$ cat config.mk
export PLATFORM = sky130hd
export DESIGN_NAME = sound_dma_channel_sequencer
export DESIGN_NICKNAME = d
export VERILOG_FILES = /design/src/rtl/sdma_pkg.sv /design/src/rtl/sdma_step.sv /design/src/rtl/sound_dma_channel_sequencer.sv
export VERILOG_INCLUDE_DIRS = /design/src /design/src/rtl
export SDC_FILE = /design/constraint.sdc
export NUM_CORES = 1
export LEC_CHECK = 0
export ABC_AREA = 0
export BUFFER_PORTS_ARGS = -buffer_cell sky130_fd_sc_hd__buf_2
export CORE_MARGIN = 2
export CORE_UTILIZATION = 59
export DETAILED_ROUTE_END_ITERATION = 6
export GPL_TIMING_DRIVEN = 0
export PLACE_DENSITY = 0.81
export SYNTH_ARGS = -nofsm -noshare
export SYNTH_HDL_FRONTEND = slang
export SYNTH_SLANG_ARGS = --single-unit
$ cat constraint.sdc
create_clock -name clk -period 3.83 [get_ports clk]
set_input_delay 0.383 -clock clk [delete_from_list [all_inputs] [get_ports clk]]
set_output_delay 0.383 -clock clk [all_outputs]
set_load 0.02 [all_outputs]
$ cat src/rtl/assert_macros.svh
// Assertion macros shared by the sound DMA channel sequencer RTL.
`ifndef ASSERT_MACROS_SVH
`define ASSERT_MACROS_SVH

// Concurrent check on the rising clock edge, quiet while reset is held.
`define ASSERT_CLK(label, clk_sig, rst_sig, prop, msg) \
    label: assert property (@(posedge clk_sig) disable iff (!rst_sig) prop) else $error(msg);

// Implication checked on the same edge.
`define ASSERT_IMPLIES(label, clk_sig, rst_sig, ante, cons, msg) \
    label: assert property (@(posedge clk_sig) disable iff (!rst_sig) (ante) |-> (cons)) \
        else $error(msg);

// Implication checked on the following edge.
`define ASSERT_NEXT(label, clk_sig, rst_sig, ante, cons, msg) \
    label: assert property (@(posedge clk_sig) disable iff (!rst_sig) (ante) |=> (cons)) \
        else $error(msg);

`endif

$ cat src/rtl/sdma_pkg.sv
// Types and constants of the sound DMA channel sequencer.
`timescale 1ns / 1ps
package sdma_pkg;

    typedef enum logic [1:0] {
        OP_HBLANK    = 2'd0,
        OP_SET_ADDR  = 2'd1,
        OP_SET_PRESC = 2'd2
    } sdma_op_t;

    localparam logic CFG_CHANNEL  = 1'b0;
    localparam logic CFG_VEC_BASE = 1'b1;

    // Instruction word bit positions.
    localparam int BIT_PAUSE  = 12;
    localparam int BIT_REPEAT = 13;
    localparam int BIT_MISC   = 14;
    localparam int BIT_LOOP   = 0;
    localparam int BIT_INT    = 4;
    localparam int BIT_STOP   = 5;

    localparam logic [6:0] STATUS_BASE = 7'h40;
    localparam logic [1:0] VEC_CHAN_BASE = 2'd2;

    typedef struct packed {
        logic [1:0]  opcode;
        logic [15:0] instr_word;
        logic [15:0] addr_value;
        logic [7:0]  prescaler_value;
    } sdma_in_t;

    typedef struct packed {
        logic [15:0] fetch_addr;
        logic        psg_write;
        logic [3:0]  psg_reg;
        logic [7:0]  psg_data;
        logic        int_req;
        logic [7:0]  int_vector;
        logic [6:0]  status_set_mask;
        logic        stop_req;
        logic        pausing;
    } sdma_out_t;

    typedef struct packed {
        logic        in_pause;
        logic [15:0] fetch_address;
        logic [11:0] pause_count;
        logic [7:0]  prescaler;
        logic [8:0]  prescale_count;
        logic [11:0] loop_count;
        logic [15:0] loop_address;
    } sdma_state_t;

endpackage

$ cat src/rtl/sdma_step.sv
// Combinational step of the channel: next state and result for one item.
`timescale 1ns / 1ps
module sdma_step (
    input  sdma_pkg::sdma_state_t st,
    input  sdma_pkg::sdma_in_t    item,
    input  logic [1:0]            channel,
    input  logic [7:0]            vec_base,
    output sdma_pkg::sdma_state_t st_next,
    output sdma_pkg::sdma_out_t   res
);
    import sdma_pkg::*;

    logic [15:0] next_addr;
    logic [8:0]  cnt_inc;
    logic [8:0]  presc_plus;
    logic [11:0] pause_len;
    logic [11:0] pause_dec;

    always_comb
    begin
        next_addr  = {st.fetch_address[15:1], 1'b0} + 16'd2;
        cnt_inc    = st.prescale_count + 9'd1;
        presc_plus = {1'b0, st.prescaler} + 9'd1;
        pause_len  = item.instr_word[11:0];
        pause_dec  = st.pause_count - 12'd1;
        st_next    = st;
        res        = '0;

        unique case (item.opcode)
            OP_HBLANK:
            begin
                if (st.in_pause)
                begin
                    // Prescaled countdown: one pause tick per prescaler + 1 blanks.
                    if (cnt_inc >= presc_plus)
                    begin
                        st_next.prescale_count = cnt_inc - presc_plus;
                        st_next.pause_count    = pause_dec;
                        if (pause_dec == 12'd0)
                        begin
                            st_next.in_pause = 1'b0;
                        end
                    end
                    else
                    begin
                        st_next.prescale_count = cnt_inc;
                    end
                end
                else
                begin
                    st_next.fetch_address = next_addr;
                    if (item.instr_word[BIT_MISC:BIT_PAUSE] == 3'b000)
                    begin
                        res.psg_write = 1'b1;
                        res.psg_reg   = item.instr_word[11:8];
                        res.psg_data  = item.instr_word[7:0];
                    end
                    else
                    begin
                        if (item.instr_word[BIT_PAUSE])
                        begin
                            st_next.pause_count    = pause_len;
                            st_next.prescale_count = 9'd0;
                            if (pause_len == 12'd0 ||
                                (st.prescaler == 8'd0 && pause_len == 12'd1))
                            begin
                                st_next.in_pause = 1'b0;
                            end
                            else
                            begin
                                st_next.in_pause = 1'b1;
                                if (st.prescaler == 8'd0)
                                begin
                                    st_next.pause_count = pause_len - 12'd1;
                                end
                                else
                                begin
                                    st_next.prescale_count = 9'd1;
                                end
                            end
                        end
                        if (item.instr_word[BIT_REPEAT])
                        begin
                            st_next.loop_count   = pause_len;
                            st_next.loop_address = next_addr;
                        end
                        if (item.instr_word[BIT_MISC])
                        begin
                            // LOOP sees the count that a REPEAT in the same word just set.
                            if (item.instr_word[BIT_LOOP] && st_next.loop_count > 12'd1)
                            begin
                                st_next.loop_count    = st_next.loop_count - 12'd1;
                                st_next.fetch_address = st_next.loop_address;
                            end
                            if (item.instr_word[BIT_INT])
                            begin
                                res.int_req         = 1'b1;
                                res.int_vector      = {vec_base[7:3],
                                                       VEC_CHAN_BASE - channel, 1'b0};
                                res.status_set_mask = STATUS_BASE >> channel;
                            end
                            res.stop_req = item.instr_word[BIT_STOP];
                        end
                    end
                end
            end
            OP_SET_ADDR:
            begin
                st_next.fetch_address = {item.addr_value[15:1], 1'b0};
            end
            OP_SET_PRESC:
            begin
                st_next.prescaler      = item.prescaler_value;
                st_next.pause_count    = pause_dec;
                st_next.prescale_count = 9'd0;
                if (pause_dec == 12'd0)
                begin
                    st_next.in_pause = 1'b0;
                end
            end
            default:
            begin
                st_next = st;
            end
        endcase

        res.fetch_addr = {st_next.fetch_address[15:1], 1'b0};
        res.pausing    = st_next.in_pause;
    end

endmodule

$ cat src/rtl/sound_dma_channel_sequencer.sv
// Top level of one sound DMA channel sequencer.
`timescale 1ns / 1ps
// Usage:
// The item channel (item_valid / item_ready / item) carries one beat per
// horizontal blank step, fetch address write or prescaler write. For a blank
// step the beat must hold the RAM word found at the fetch_addr of the most
// recent result (or address zero after reset).
// Every item beat yields exactly one result beat on the result channel
// (result_valid / result_ready / result), in order.
// A beat accepted on the item channel sits in the item register, is then
// executed against the channel state and lands in the result register.
// Throughput is one beat per cycle while the receiver does not stall.
// When the receiver stalls, the result register holds its beat, the item
// register fills, and item_ready falls until the result is taken.
// The configuration channel (cfg_valid / cfg_ready / cfg_index / cfg_data)
// writes the channel number (index 0) or the vector base (index 1); it is
// always ready and should only be used while no item is in flight.
// Reset clears all channel state, both configuration registers and both
// pipeline valid flags; the block is ready as soon as reset is released.
module sound_dma_channel_sequencer (
    input  logic                clk,
    input  logic                rst_n,
    input  logic                item_valid,
    output logic                item_ready,
    input  sdma_pkg::sdma_in_t  item,
    output logic                result_valid,
    input  logic                result_ready,
    output sdma_pkg::sdma_out_t result,
    input  logic                cfg_valid,
    output logic                cfg_ready,
    input  logic                cfg_index,
    input  logic [7:0]          cfg_data
);
    import sdma_pkg::*;

`include "assert_macros.svh"

    sdma_in_t    item_reg;
    logic        item_valid_reg;
    sdma_out_t   result_reg;
    logic        result_valid_reg;
    sdma_state_t state_reg;
    sdma_state_t state_next;
    sdma_out_t   result_next;
    logic [1:0]  channel_reg;
    logic [7:0]  vec_base_reg;
    logic        advance;

    // The buffered item moves on whenever the result register is free or
    // is being emptied in this same cycle.
    assign advance      = item_valid_reg && (!result_valid_reg || result_ready);
    assign item_ready   = !item_valid_reg || advance;
    assign result_valid = result_valid_reg;
    assign result       = result_reg;
    assign cfg_ready    = 1'b1;

    sdma_step u_step (
        .st       (state_reg),
        .item     (item_reg),
        .channel  (channel_reg),
        .vec_base (vec_base_reg),
        .st_next  (state_next),
        .res      (result_next)
    );

    always_ff @(posedge clk or negedge rst_n)
    begin
        if (!rst_n)
        begin
            item_valid_reg   <= 1'b0;
            result_valid_reg <= 1'b0;
            state_reg        <= '0;
            channel_reg      <= 2'd0;
            vec_base_reg     <= 8'd0;
        end
        else
        begin
            if (item_ready)
            begin
                item_valid_reg <= item_valid;
            end
            if (advance)
            begin
                result_valid_reg <= 1'b1;
                state_reg        <= state_next;
            end
            else if (result_ready)
            begin
                result_valid_reg <= 1'b0;
            end
            if (cfg_valid)
            begin
                unique case (cfg_index)
                    CFG_CHANNEL:  channel_reg  <= cfg_data[1:0];
                    CFG_VEC_BASE: vec_base_reg <= cfg_data;
                endcase
            end
        end
    end

    // Payload registers carry no reset.
    always_ff @(posedge clk)
    begin
        if (item_valid && item_ready)
        begin
            item_reg <= item;
        end
        if (advance)
        begin
            result_reg <= result_next;
        end
    end

    `ASSERT_NEXT(a_item_buffered, clk, rst_n, item_valid && item_ready, item_valid_reg,
        "accepted item beat was not buffered")
    `ASSERT_CLK(a_presc_bound, clk, rst_n,
        state_reg.prescale_count <= {1'b0, state_reg.prescaler},
        "prescale count ran past the prescaler")
    `ASSERT_IMPLIES(a_load_not_paused, clk, rst_n, result_valid && result.psg_write,
        !result.pausing && !result.int_req && !result.stop_req,
        "LOAD result overlaps pause, interrupt or stop")
    `ASSERT_IMPLIES(a_status_mask, clk, rst_n, result_valid,
        (result.int_req && $onehot(result.status_set_mask)) ||
        (!result.int_req && result.status_set_mask == 7'd0),
        "status mask does not match the interrupt request")

endmodule
# == Word-level counts from Yosys, hierarchy flattened ==
# Cells that the tools add are included.
# word_totals
wordCells,109
inputBits,56
out_inout_bits,50
reg_bits,172
# classes
shift,1
n_eq_ne,6
n_mux,35
add_sub_neg,8
n_reduce_logical,26
bitwise_logic,6
magnitude_cmp,2
# ops
operator,count
$mux 28,4
$mux 12,7
$mux 16,4
$mux 37,1
$mux 9,4
$sub 12x1->12 const B,3
$pmux 16 s2,1
$mux 29,1
$logic_not 12->1,2
$pmux 12 s2,1
$pmux 9 s2,1
$add 16x2->16 const B,1
$mux 13,1
$eq 12x1->1 const B,1
$gt 12x1->1 const B,1
$add 8x1->9 const B,1
$add 9x1->9 const B,1
$ge 9x9->1,1
$mux 1,9
$sub 9x9->9,1
$logic_not 8->1,1
$reduce_and 4->1,2
$shr 7x2->7 const A,1
$ne 3x3->1 const B,2
18 further kinds,32

# == Longest topological paths before layout ==
# Gate-level depths: netlist of the first run.
# depth
word_depth,12
mapped_depth,13
depth_no_buf,12

# == Hierarchy ==
# Synthesis of the first run repeated with hierarchy kept, for this count alone.
# unflattened
hier_cells,991
area_unflattened_um2,10707.8
# modules_own_cells
mod,area_per_inst_um2,instances,cells_per_inst,seq_area_each_um2
sound_dma_channel_sequencer,6155.9,1,278,4824.6
sdma_step,4551.9,1,713,0.0

# == Worst setup path before layout of the first run ==
# No wires, ideal clock.
# synth_path
path_kind,register to register
start,register item_reg[37] (netlist bit)
end,"register result_reg (netlist bit result[46]), data pin"
setup_ns,0.261
n_path_buf,4
path_slack_ns,0.665
arrival_ns,2.904
path_stages_with_launch,13
cell_sequence,edfxtp_1 > clkbuf_1 > clkbuf_1 > clkbuf_1 > mux2i_1 > ha_1 > or2_2 > o221a_2 > a311o_1 > buf_2 > nor2_1 > a21oi_1 > a221o_1
# synth_rtl
element,line_no,source
start: declaration,sound_dma_channel_sequencer.sv:38,sdma_in_t item_reg;
start signal: assignment,sound_dma_channel_sequencer.sv:106,item_reg <= item;
end signal: assignment,sound_dma_channel_sequencer.sv:110,result_reg <= result_next;
end: declaration,sound_dma_channel_sequencer.sv:40,sdma_out_t result_reg;

==> qor.yml, run 1 <==
timing:
  period_needed_ns: 3.62
  maxSlewHeadroom_pct: 11.1
  finClkSkew_ns: 0.00490
  rsz0062_at_grt: "no"
  worst_slew_pin_slew_ns: 1.32
  finalSetupViolCount: 0
  holdWs_ns: 0.129
  period_share_pct: 94.5
  hold_violations: 0
  slew_violations: 0
  finalSetupTns_ns: 0
  max_freq_mhz: 276
setup_path:
  cp.arrival_ns: 3.77
  crit_chain: "clkbuf_1, clkbuf_2, clkbuf_2, mux2i_1, ha_1, or2_2, o221a_2, a311o_1, buf_2, buf_4, o21ai_0, a21oi_1"
  crit_path_max_incr_delay_ns: 0.37
  critPathTopFamily: "buffers and inverters"
  cpMostUsedCell: "clkbuf_2"
  worstPathRequired_ns: 3.98
  crit_path_end_kind: "flip-flop"
  startpoint_type: "flip-flop"
  critPathBufInv: 5
  slowest_stage: "a311o_1"
  criticalPathCategory: "reg2reg"
  crit_fanout: 10
clock_network:
  tritoncts: "done"
  insertion_delay_ns: 0.42
  numCtsBuffers: 17
  clk_root_buffer_cell: "clkbuf_16"
  cts_sinks: 163
  postCtsSetupBuffers: 0
  clk_pin_slew_ns: 0.06
  cts.htree.levels: 4
  cts_buffer_depth: 2
drt:
  antenna_left: 0
  drtPass1Iterations: 5
  vias_per_cell: 6.16
  routed_wl_um: 20300
  drc: 0
  drtIter0Drc: 721
  vias: 6830
  wl_per_cell_um: 18.3
power_and_ir_drop:
  p_int_mw: 3.76
  switchingPower_mw: 1.93
  peakVddDrop_uv: 479
  p_comb_share_pct: 30.8
  power.leakage_nw: 4.12
  p_total_mw: 5.69
  seqPwrFrac_pct: 41.2
  power_density_mw_per_mm2: 575
  p_clk_share_pct: 28.1
  p_sw_share_pct: 33.9
floorplan:
  coreArea_mm2: 0.0140
  pin_count: 106
  fp.dieH_um: 124
  die-area_mm2: 0.0154
  die-width_um: 124
  floorplan.initialDensity_pct: 61.0
  row_count: 43
outcome:
  outcome: "finished clean"
finish:
  drive_gt1_share_pct: 19.4
  fin_area_mm2: 0.00990
  nFillCells: 983
  diodes: 0
  multiInputGateArea_mm2: 0.00374
  regArea_mm2: 0.00449
  nNetsFinal: 992
  largest_register_ffs: 72
  area_growth_pct: 16.0
  post-route-util_pct: 70.8
synth:
  yosysWarnings: 0
  synth.most_common_cell: "edfxtp_1"
  synth_cell_types: 69
  syn_area_mm2: 0.00854
  synth_area_leader_cell: "edfxtp_1"
  synth_edf_count: 82
  netlist_top_cells_count: "edfxtp_1, dfrtp_1, o21ai_0, nand2_1, nor2_1"
  synth.avg_cell_area_um2: 10.8
  synthArstFlopShare_pct: 49.7
  yosys_register_bits: 163
  postSynthCellCount: 793
  synth_flop_cell: "edfxtp_1"
  yosys-top-cells-area: "edfxtp_1, dfrtp_1, o21ai_0"
  ys_seq_area_share_pct: 52.6
  yosysTopAreaCellShare_pct: 28.8
min_path:
  min_path_type: "in2reg"
place:
  dpl-instance-area_mm2: 0.00934
  place_hpwl_um: 14300
  place.gp.congestion: 0.901
  portBuffers: 96
global_routing:
  grt_use_total_pct: 26.6
  grt_overflow: 0
  grt_pass1_vias: 6474
  grt_start_max_net_pins: 62
  antenna_found_initial: 0
  grt_pass1_wl_um: 32600
job:
  cap_viol_max_count: 0
## per-layer routing
metal	wire length, um	track usage (%)	vias up
met1	8640	35.5	3275
li1	-	-	3209
met5	0	0	-
met4	484	9.91	0
met3	1320	5.58	45
met2	9870	43.1	301
## worst paths after layout
| kind | start | end | slack [ns] | cells past startpoint |
|---|---|---|---|---|
| worst max register to register | item_reg[37]$_DFFE_PP_ | result[39]$_DFFE_PP_ | 0.21 | 12 |
| min in group asynchronous | rst_n | state_reg[51]$_DFFE_PN0P_ | 0.40 | 2 |
| max in group asynchronous | rst_n | state_reg[11]$_DFFE_PN0P_ | 2.81 | 3 |
| worst min register to register | state_reg[14]$_DFFE_PN0P_ | state_reg[14]$_DFFE_PN0P_ | 0.48 | 2 |
| worst min-delay path | item[29] | item_reg[29]$_DFFE_PP_ | 0.13 | 1 |
| worst max-delay path | item_reg[37]$_DFFE_PP_ | result[39]$_DFFE_PP_ | 0.21 | 12 |
## cell families after synthesis
family	after synthesis	synth area share [%]
AND/OR/NAND/NOR	241	14.4
XOR/XNOR	47	4.82
AO/OA/AOI/OAI	203	15.9
flip-flops	163	52.6
multiplexers	43	5.42
other	2	0.0880
adder cells (fa/ha/maj)	20	3.02
buffers and inverters	74	3.72
## cells in the final DEF, fill, tap and decap left out, drive strengths merged, types with 5 or more instances in the layout
master	synthesis	routed
xnor2	26	26
or3	10	10
nor4	9	9
o21ai	65	65
o21a	6	6
nand2b	6	6
conb	2	6
and3	17	17
a22o	9	9
a32oi	17	17
nor2b	8	8
nand4	12	12
clkbuf	35	54
a21oi	21	21
mux2i	20	20
and2	11	11
o211ai	12	12
buf	13	112
nor3b	5	5
dfrtp	81	81
nand2	57	57
nor3	24	24
nor2	45	45
a31oi	7	7
o22ai	19	19
a22oi	11	11
ha	19	19
edfxtp	82	82
clkinv	0	9
xor2	21	21
mux2	23	23
inv	26	28
nand3	24	24
## what timing repair did
item | in CTS | in global routing
gates resized for setup | 1 | 2
setup endpoints to repair | 2 | 15
hold endpoints to repair | 20 | 0
hold buffers | 1 | 0
## cell type report
| class | instances | area share, % |
|---|---|---|
| Sequential cell | 163 | 45.3 |
| Clock buffer | 19 | 4.47 |
| Timing Repair Buffer | 100 | 5.74 |
| Inverter | 26 | 0.986 |
| Tap cell | 180 | 2.27 |
| Multi-Input combinational cell | 560 | 37.8 |
| Clock inverter | 13 | 1.10 |
| Buffer | 48 | 2.26 |
## metrics by stage
| step | worst slack [ns] | std cells |
|---|---|---|
| finish | 0.210 | 1109 |
| global route | 0.000648 | 1109 |
| CTS | 0.0868 | 1109 |
| detailed placement | 0.0295 | 1076 |
| global placement | -0.0214 | 1073 |
| floorplan | 0.665 | 797 |
## power groups by stage
stage                     clock network (mW)  logic (mW)  registers, mW
after detailed placement                   0        1.71           2.37
after CTS                               1.60        1.73           2.34
final                                   1.60        1.75           2.34
after floorplan                            0        1.28           2.36
after global routing                    1.69        1.94           2.37
after global placement                     0        1.65           2.36
## worst reg2reg max path, stage by stage, from the launching register on
cell and delay, ns:
edfxtp_1 0.33, clkbuf_1 0.33, clkbuf_2 0.31, clkbuf_2 0.28, mux2i_1 0.16, ha_1 0.29, or2_2 0.31, o221a_2 0.15
a311o_1 0.37, buf_2 0.18, buf_4 0.20, o21ai_0 0.33, a21oi_1 0.12
Power figures use the tool's default switching activity.
==> run 2: changes to the inputs <==
Settings changed: CORE_UTILIZATION 59 to 45, PLACE_DENSITY 0.81 to unset.
==> run 2 against run 1 <==
  * Core utilization shrank 17 points
  * Clock power grew 9%
  * Wire length grew 4.5%
  * Setup slack gained 0.097 ns
  * Cell area grew 1.1%
  * Combinational power is essentially flat
  * Die area grew 30%
  * Non-clock buffer count shrank 1
  * Hold slack lost 0.0054 ns
  * Largest power group unchanged
==> qor.yml, run 2 (synthesis gave the netlist of run 1 again) <==
floorplan:
  floorplan.initialDensity_pct: 45.8  # -15 points
  row_count: 50  # +16%
  fp.dieH_um: 142  # +14%
  die-area_mm2: 0.0201  # +30%
  pin_count: 106  # unchanged
  coreArea_mm2: 0.0186  # +33%
  die-width_um: 142  # +14%
setup_path:
  startpoint_type: "flip-flop"
  crit_fanout: 10  # unchanged
  cpMostUsedCell: "clkbuf_1"
  worstPathRequired_ns: 4.14  # +0.16 ns
  critPathTopFamily: "compound AO/OA/AOI/OAI gates"
  crit_chain: "nand3_1, or3_1, xnor2_1, ha_1, clkbuf_1, nand4_1, o221ai_1, o31a_1, clkbuf_1, o21ai_0, a22o_1"
  crit_path_max_incr_delay_ns: 0.45  # +0.08 ns
  crit_path_end_kind: "flip-flop"
  slowest_stage: "dfrtp_1"
  critPathBufInv: 2  # -3
  criticalPathCategory: "reg2reg"
  cp.arrival_ns: 3.83  # +0.06 ns
drt:
  antenna_left: 0  # unchanged
  wl_per_cell_um: 18.3  # -0.24%
  drc: 0  # unchanged
  routed-wl-met2_um: 10100  # +2.5%
  routed.top_layer: "met4"
  wl_met1_um: 9990  # +16%
  vias_per_cell: 5.77  # -6.3%
  drtIter0Drc: 520  # -28%
  routed_wl_um: 21200  # +4.5%
  drtPass1Iterations: 5  # unchanged
  met3WireLength_um: 945  # -28%
  vias: 6708  # -1.8%
timing:
  maxSlewHeadroom_pct: 32.6  # +21 points
  finalSetupTns_ns: 0  # unchanged
  fin_ws_ns: 0.307  # +0.0973 ns
  holdWs_ns: 0.123  # -0.00540 ns
  rsz0062_at_grt: "no"
  hold_violations: 0  # unchanged
  worst_slew_pin_slew_ns: 1.00  # -0.321 ns
  period_share_pct: 92.0  # -2.5 points
  finClkSkew_ns: 0.0147  # +0.00977 ns
  finalSetupViolCount: 0  # unchanged
  slew_violations: 0  # unchanged
  period_needed_ns: 3.52  # -0.0973 ns
  max_freq_mhz: 284  # +2.8%
finish:
  mostFrequentLayoutCell: "buf_2"
  fin_area_mm2: 0.0100  # +1.1%
  largest_register_ffs: 72  # unchanged
  drive_gt1_share_pct: 19.7  # +0.34 points
  post-route-util_pct: 53.7  # -17 points
  mostFrequentLayoutCells: "buf_2, edfxtp_1, dfrtp_1, o21ai_0, nand2_1"
  nFillCells: 1671  # +70%
  area_growth_pct: 17.3
  diodes: 0  # unchanged
  final_cells: 1162  # +4.8%
  nNetsFinal: 991  # -0.10%
clock_network:
  cts.htree.levels: 4  # unchanged
  clk_pin_slew_ns: 0.07  # about the same
  cts_sinks: 163  # unchanged
  insertion_delay_ns: 0.43  # about the same
  cts_buffer_depth: 2  # unchanged
  tritoncts: "done"
  numCtsBuffers: 17  # unchanged
  clk_root_buffer_cell: "clkbuf_16"
global_routing:
  grt_use_total_pct: 21.8  # -4.7 points
  antenna_found_initial: 0  # unchanged
  grt_overflow: 0  # unchanged
  grt_pass1_wl_um: 34200  # +4.8%
  grt_start_max_net_pins: 53  # -15%
  grt_pass1_vias: 6492  # +0.28%
power_and_ir_drop:
  peakVddDrop_uv: 376  # -22%
  power_density_mw_per_mm2: 580  # +0.99%
  power.leakage_nw: 4.13  # +0.46%
  p_total_mw: 5.81  # +2.1%
place:
  dpl-instance-area_mm2: 0.00940  # +0.72%
  place_hpwl_um: 15100  # +5.9%
  dp_slack_ns: -0.0541  # -0.0836 ns
  portBuffers: 96  # unchanged
  place.gp.congestion: 0.871  # -3.3%
  dp.cells: 1130  # +5.0%
min_path:
  min_path_type: "in2reg"
job:
  cap_viol_max_count: 0  # unchanged
outcome:
  outcome: "finished clean"
-- run 2: cell count changes in the layout (fill, tap and decap cells not counted) --
cell and change:
clkbuf_1 -2, inv_6 +3, clkinv_4 -2, bufinv_16 +1, clkinv_2 -2, nor3_1 -1
inv_8 +3, clkinv_1 -1, clkbuf_8 -1, nor3_2 +1
-- run 2: power breakdown --
part           switching [mW]  total (mW)  leakage [nW]  internal, mW
registers               0.239        2.34          1.83          2.10
clock network           0.758        1.74         0.292         0.981
logic                   0.983        1.73          2.01         0.748
total                    1.98        5.81          4.13          3.83
-- run 2: worst paths after layout --
check / start / endpoint / slack [ns] / depth (start not counted)
max: state_reg[30]$_DFFE_PN0P_ / state_reg[53]$_DFFE_PN0P_ / 0.31 / 11
min reg2reg: item_reg[5]$_DFFE_PP_ / state_reg[42]$_DFFE_PN0P_ / 0.48 / 1
max in group asynchronous: rst_n / state_reg[41]$_DFFE_PN0P_ / 2.74 / 3
min: item[28] / item_reg[28]$_DFFE_PP_ / 0.12 / 1
max reg2reg: state_reg[30]$_DFFE_PN0P_ / state_reg[53]$_DFFE_PN0P_ / 0.31 / 11
min in group asynchronous: rst_n / channel_reg[1]$_DFFE_PN0P_ / 0.46 / 2
-- run 2: timing repair --
action / 4_1_cts / 5_1_grt
cloned: 0 / 0
endpoints found under the setup margin: 12 / 28
setup buffers: 0 / 0
hold endpoints to repair: 29 / 0
hold buffers: 1 / 0
resized for setup: 1 / 2
-- run 2: cell type report --
class                   instances  area (um2)  area share, %
multi-input cells             560        3750           37.5
flip-flops and latches        163        4490           44.8
plain buffers                  47         220           2.20
inverters                      26        97.6          0.975
well taps                     234         293           2.92
clock inverters                15         168           1.67
clock buffers                  17         425           4.25
repair buffers                100         568           5.67
-- run 2: metal layers --
metal	up-vias	global-route usage, %
met1	3288	30.5
met5	-	0
met4	0	5.58
met3	12	4.45
met2	198	35.1
li1	3210	-
-- run 2: worst reg2reg max path: stages, from the launching register on --
cell      delay (ns)
dfrtp_1         0.45
nand3_1         0.18
or3_1           0.42
xnor2_1         0.17
ha_1            0.28
clkbuf_1        0.26
nand4_1         0.16
o221ai_1        0.38
o31a_1          0.35
clkbuf_1        0.39
o21ai_0         0.16
a22o_1          0.20
==> run 3: changes to the inputs <==
Settings changed: CORE_ASPECT_RATIO set to 0.5.
==> run 3 against run 2 <==
  * Clock power up 5%
  * Fmax fell by 3.7%
  * Clock skew shrank 0.0019 ns
  * Hold slack improved by 0.00084 ns
  * Global-route usage up 1.0 points
  * Non-clock buffer count unchanged
  * Die area is 0.33% higher
  * Critical path depth unchanged
==> qor.yml, run 3 (synthesis gave the netlist of run 1 again) <==
global_routing:
  grt_pass1_wl_um: 34900  # +2.0%
  grt_overflow: 0  # unchanged
  grt_start_max_net_pins: 64  # +21%
  antenna_found_initial: 0  # unchanged
  grt_pass1_vias: 6504  # +0.18%
  grt_use_total_pct: 22.9  # +1.0 points
place:
  dpl-instance-area_mm2: 0.00944  # +0.33%
  portBuffers: 96  # unchanged
  place_hpwl_um: 15700  # +3.7%
  place.gp.congestion: 0.892  # +2.3%
  dp.cells: 1155  # +2.2%
drt:
  routed.top_layer: "met4"
  vias_per_cell: 5.71  # -1.1%
  wl_met1_um: 10500  # +5.2%
  wl_per_cell_um: 18.8  # +2.7%
  drc: 0  # unchanged
  drtIter0Drc: 525  # +0.96%
  antenna_left: 0  # unchanged
  met3WireLength_um: 1110  # +18%
  vias: 6776  # +1.0%
  drtPass1Iterations: 6  # +1
  routed-wl-met2_um: 10400  # +2.4%
  routed_wl_um: 22300  # +4.9%
clock_network:
  insertion_delay_ns: 0.43  # about the same
  clk_root_buffer_cell: "clkbuf_16"
  cts_sinks: 163  # unchanged
  numCtsBuffers: 17  # unchanged
  cts.htree.levels: 4  # unchanged
  tritoncts: "done"
  cts_buffer_depth: 2  # unchanged
  postCtsSetupBuffers: 0  # unchanged
  clk_pin_slew_ns: 0.07  # about the same
power_and_ir_drop:
  seqPwrFrac_pct: 39.5  # -0.8 points
  p_clk_share_pct: 30.8  # +0.9 points
  p_sw_share_pct: 34.2  # +0.19 points
  peakVddDrop_uv: 296  # -21%
  power.leakage_nw: 4.15  # +0.28%
  p_total_mw: 5.93  # +2.1%
  power_density_mw_per_mm2: 590  # +1.6%
  p_int_mw: 3.90  # +1.8%
  switchingPower_mw: 2.03  # +2.7%
  p_comb_share_pct: 29.7  # about the same
floorplan:
  pin_count: 106  # unchanged
  die-width_um: 199  # +40%
  row_count: 35  # -30%
  die-area_mm2: 0.0202  # +0.33%
  floorplan.initialDensity_pct: 46.2  # +0.40 points
  fp.dieH_um: 101  # -28%
  coreArea_mm2: 0.0185  # -0.87%
timing:
  max_freq_mhz: 273  # -3.7%
  worst_slew_pin_slew_ns: 1.18  # +0.179 ns
  rsz0062_at_grt: "yes"
  period_needed_ns: 3.66  # +0.136 ns
  maxSlewHeadroom_pct: 20.7  # -12 points
  period_share_pct: 95.5  # +3.5 points
  hold_violations: 0  # unchanged
  finClkSkew_ns: 0.0127  # -0.00194 ns
  finalSetupViolCount: 0  # unchanged
  slew_violations: 0  # unchanged
finish:
  area_growth_pct: 17.9
  final_cells: 1187  # +2.2%
  mostFrequentLayoutCell: "buf_2"
  drive_gt1_share_pct: 19.5  # -0.22 points
  diodes: 0  # unchanged
  post-route-util_pct: 54.4  # +0.75 points
  mostFrequentLayoutCells: "buf_2, edfxtp_1, dfrtp_1, o21ai_0, nand2_1"
  nNetsFinal: 991  # unchanged
  largest_register_ffs: 72  # unchanged
  fin_area_mm2: 0.0101  # +0.51%
setup_path:
  crit_path_end_kind: "flip-flop"
  cp.arrival_ns: 3.79  # -0.04 ns
  crit_start: "item_reg[37]$_DFFE_PP_"
  timing.rr.start: "item_reg[37]$_DFFE_PP_"
  worstPathRequired_ns: 3.96  # -0.18 ns
  crit_fanout: 10  # unchanged
  startpoint_type: "flip-flop"
  criticalPathCategory: "reg2reg"
outcome:
  outcome: "finished clean"
job:
  cap_viol_max_count: 0  # unchanged
min_path:
  min-delay-start: "item[15]"
  min_path_type: "in2reg"
run 3: final timing paths:
check	slack, ns	depth (start not counted)	to
min in group asynchronous	0.38	2	state_reg[31]$_DFFE_PN0P_
max in group asynchronous	2.80	3	state_reg[66]$_DFFE_PN0P_
hold reg to reg	0.48	2	state_reg[8]$_DFFE_PN0P_
setup / recovery	0.17	11	result[32]$_DFFE_PP_
hold / removal	0.12	1	item_reg[15]$_DFFE_PP_
setup reg to reg	0.17	11	result[32]$_DFFE_PP_
run 3: metal layers:
layer	up-vias	track usage, %
li1	3209	-
met1	3354	32.2
met2	188	36.5
met3	25	4.66
met4	0	5.91
met5	-	0
run 3: timing repair:
item,in CTS,in global routing
hold buffers,1,0
setup endpoints to repair,27,16
pin swaps,0,0
resized for setup,2,0
hold endpoints to repair,18,0
run 3: power by group through the flow:
| stage | Combinational, mW | Sequential, mW | Clock (mW) |
|---|---|---|---|
| 4_1_cts | 1.76 | 2.34 | 1.86 |
| 2_1_floorplan | 1.28 | 2.36 | 0 |
| 3_3_place_gp | 1.69 | 2.37 | 0 |
| 6_report | 1.76 | 2.34 | 1.83 |
| 3_5_place_dp | 1.74 | 2.37 | 0 |
| 5_1_grt | 1.96 | 2.38 | 1.94 |
run 3: cell type report:
cell class	count	area, um2
Timing Repair Buffer	100	568
Buffer	47	220
Multi-Input combinational cell	560	3740
Fill cell	1652	8420
Clock buffer	17	425
Clock inverter	15	193
Inverter	26	97.6
Sequential cell	163	4490
Tap cell	259	324
run 3: worst max-delay path: stages (launching register included):
cell and delay [ns]:
edfxtp_1 0.60, clkbuf_2 0.34, clkbuf_2 0.31, mux2i_1 0.17, ha_1 0.29, or2_2 0.32
o221a_2 0.15, a311o_1 0.34, buf_2 0.18, buf_2 0.20, o21ai_0 0.25, o21ai_0 0.19
run 3: stage by stage:
step                hold WS (ns)  worst slack, ns  TNS, ns
floorplan                 0.0874            0.665        0
global placement           0.459           -0.181    -7.00
detailed placement         0.291           -0.182    -1.79
CTS                        0.109           0.0988        0
global route               0.102          -0.0157  -0.0157
finish                     0.124            0.171        0
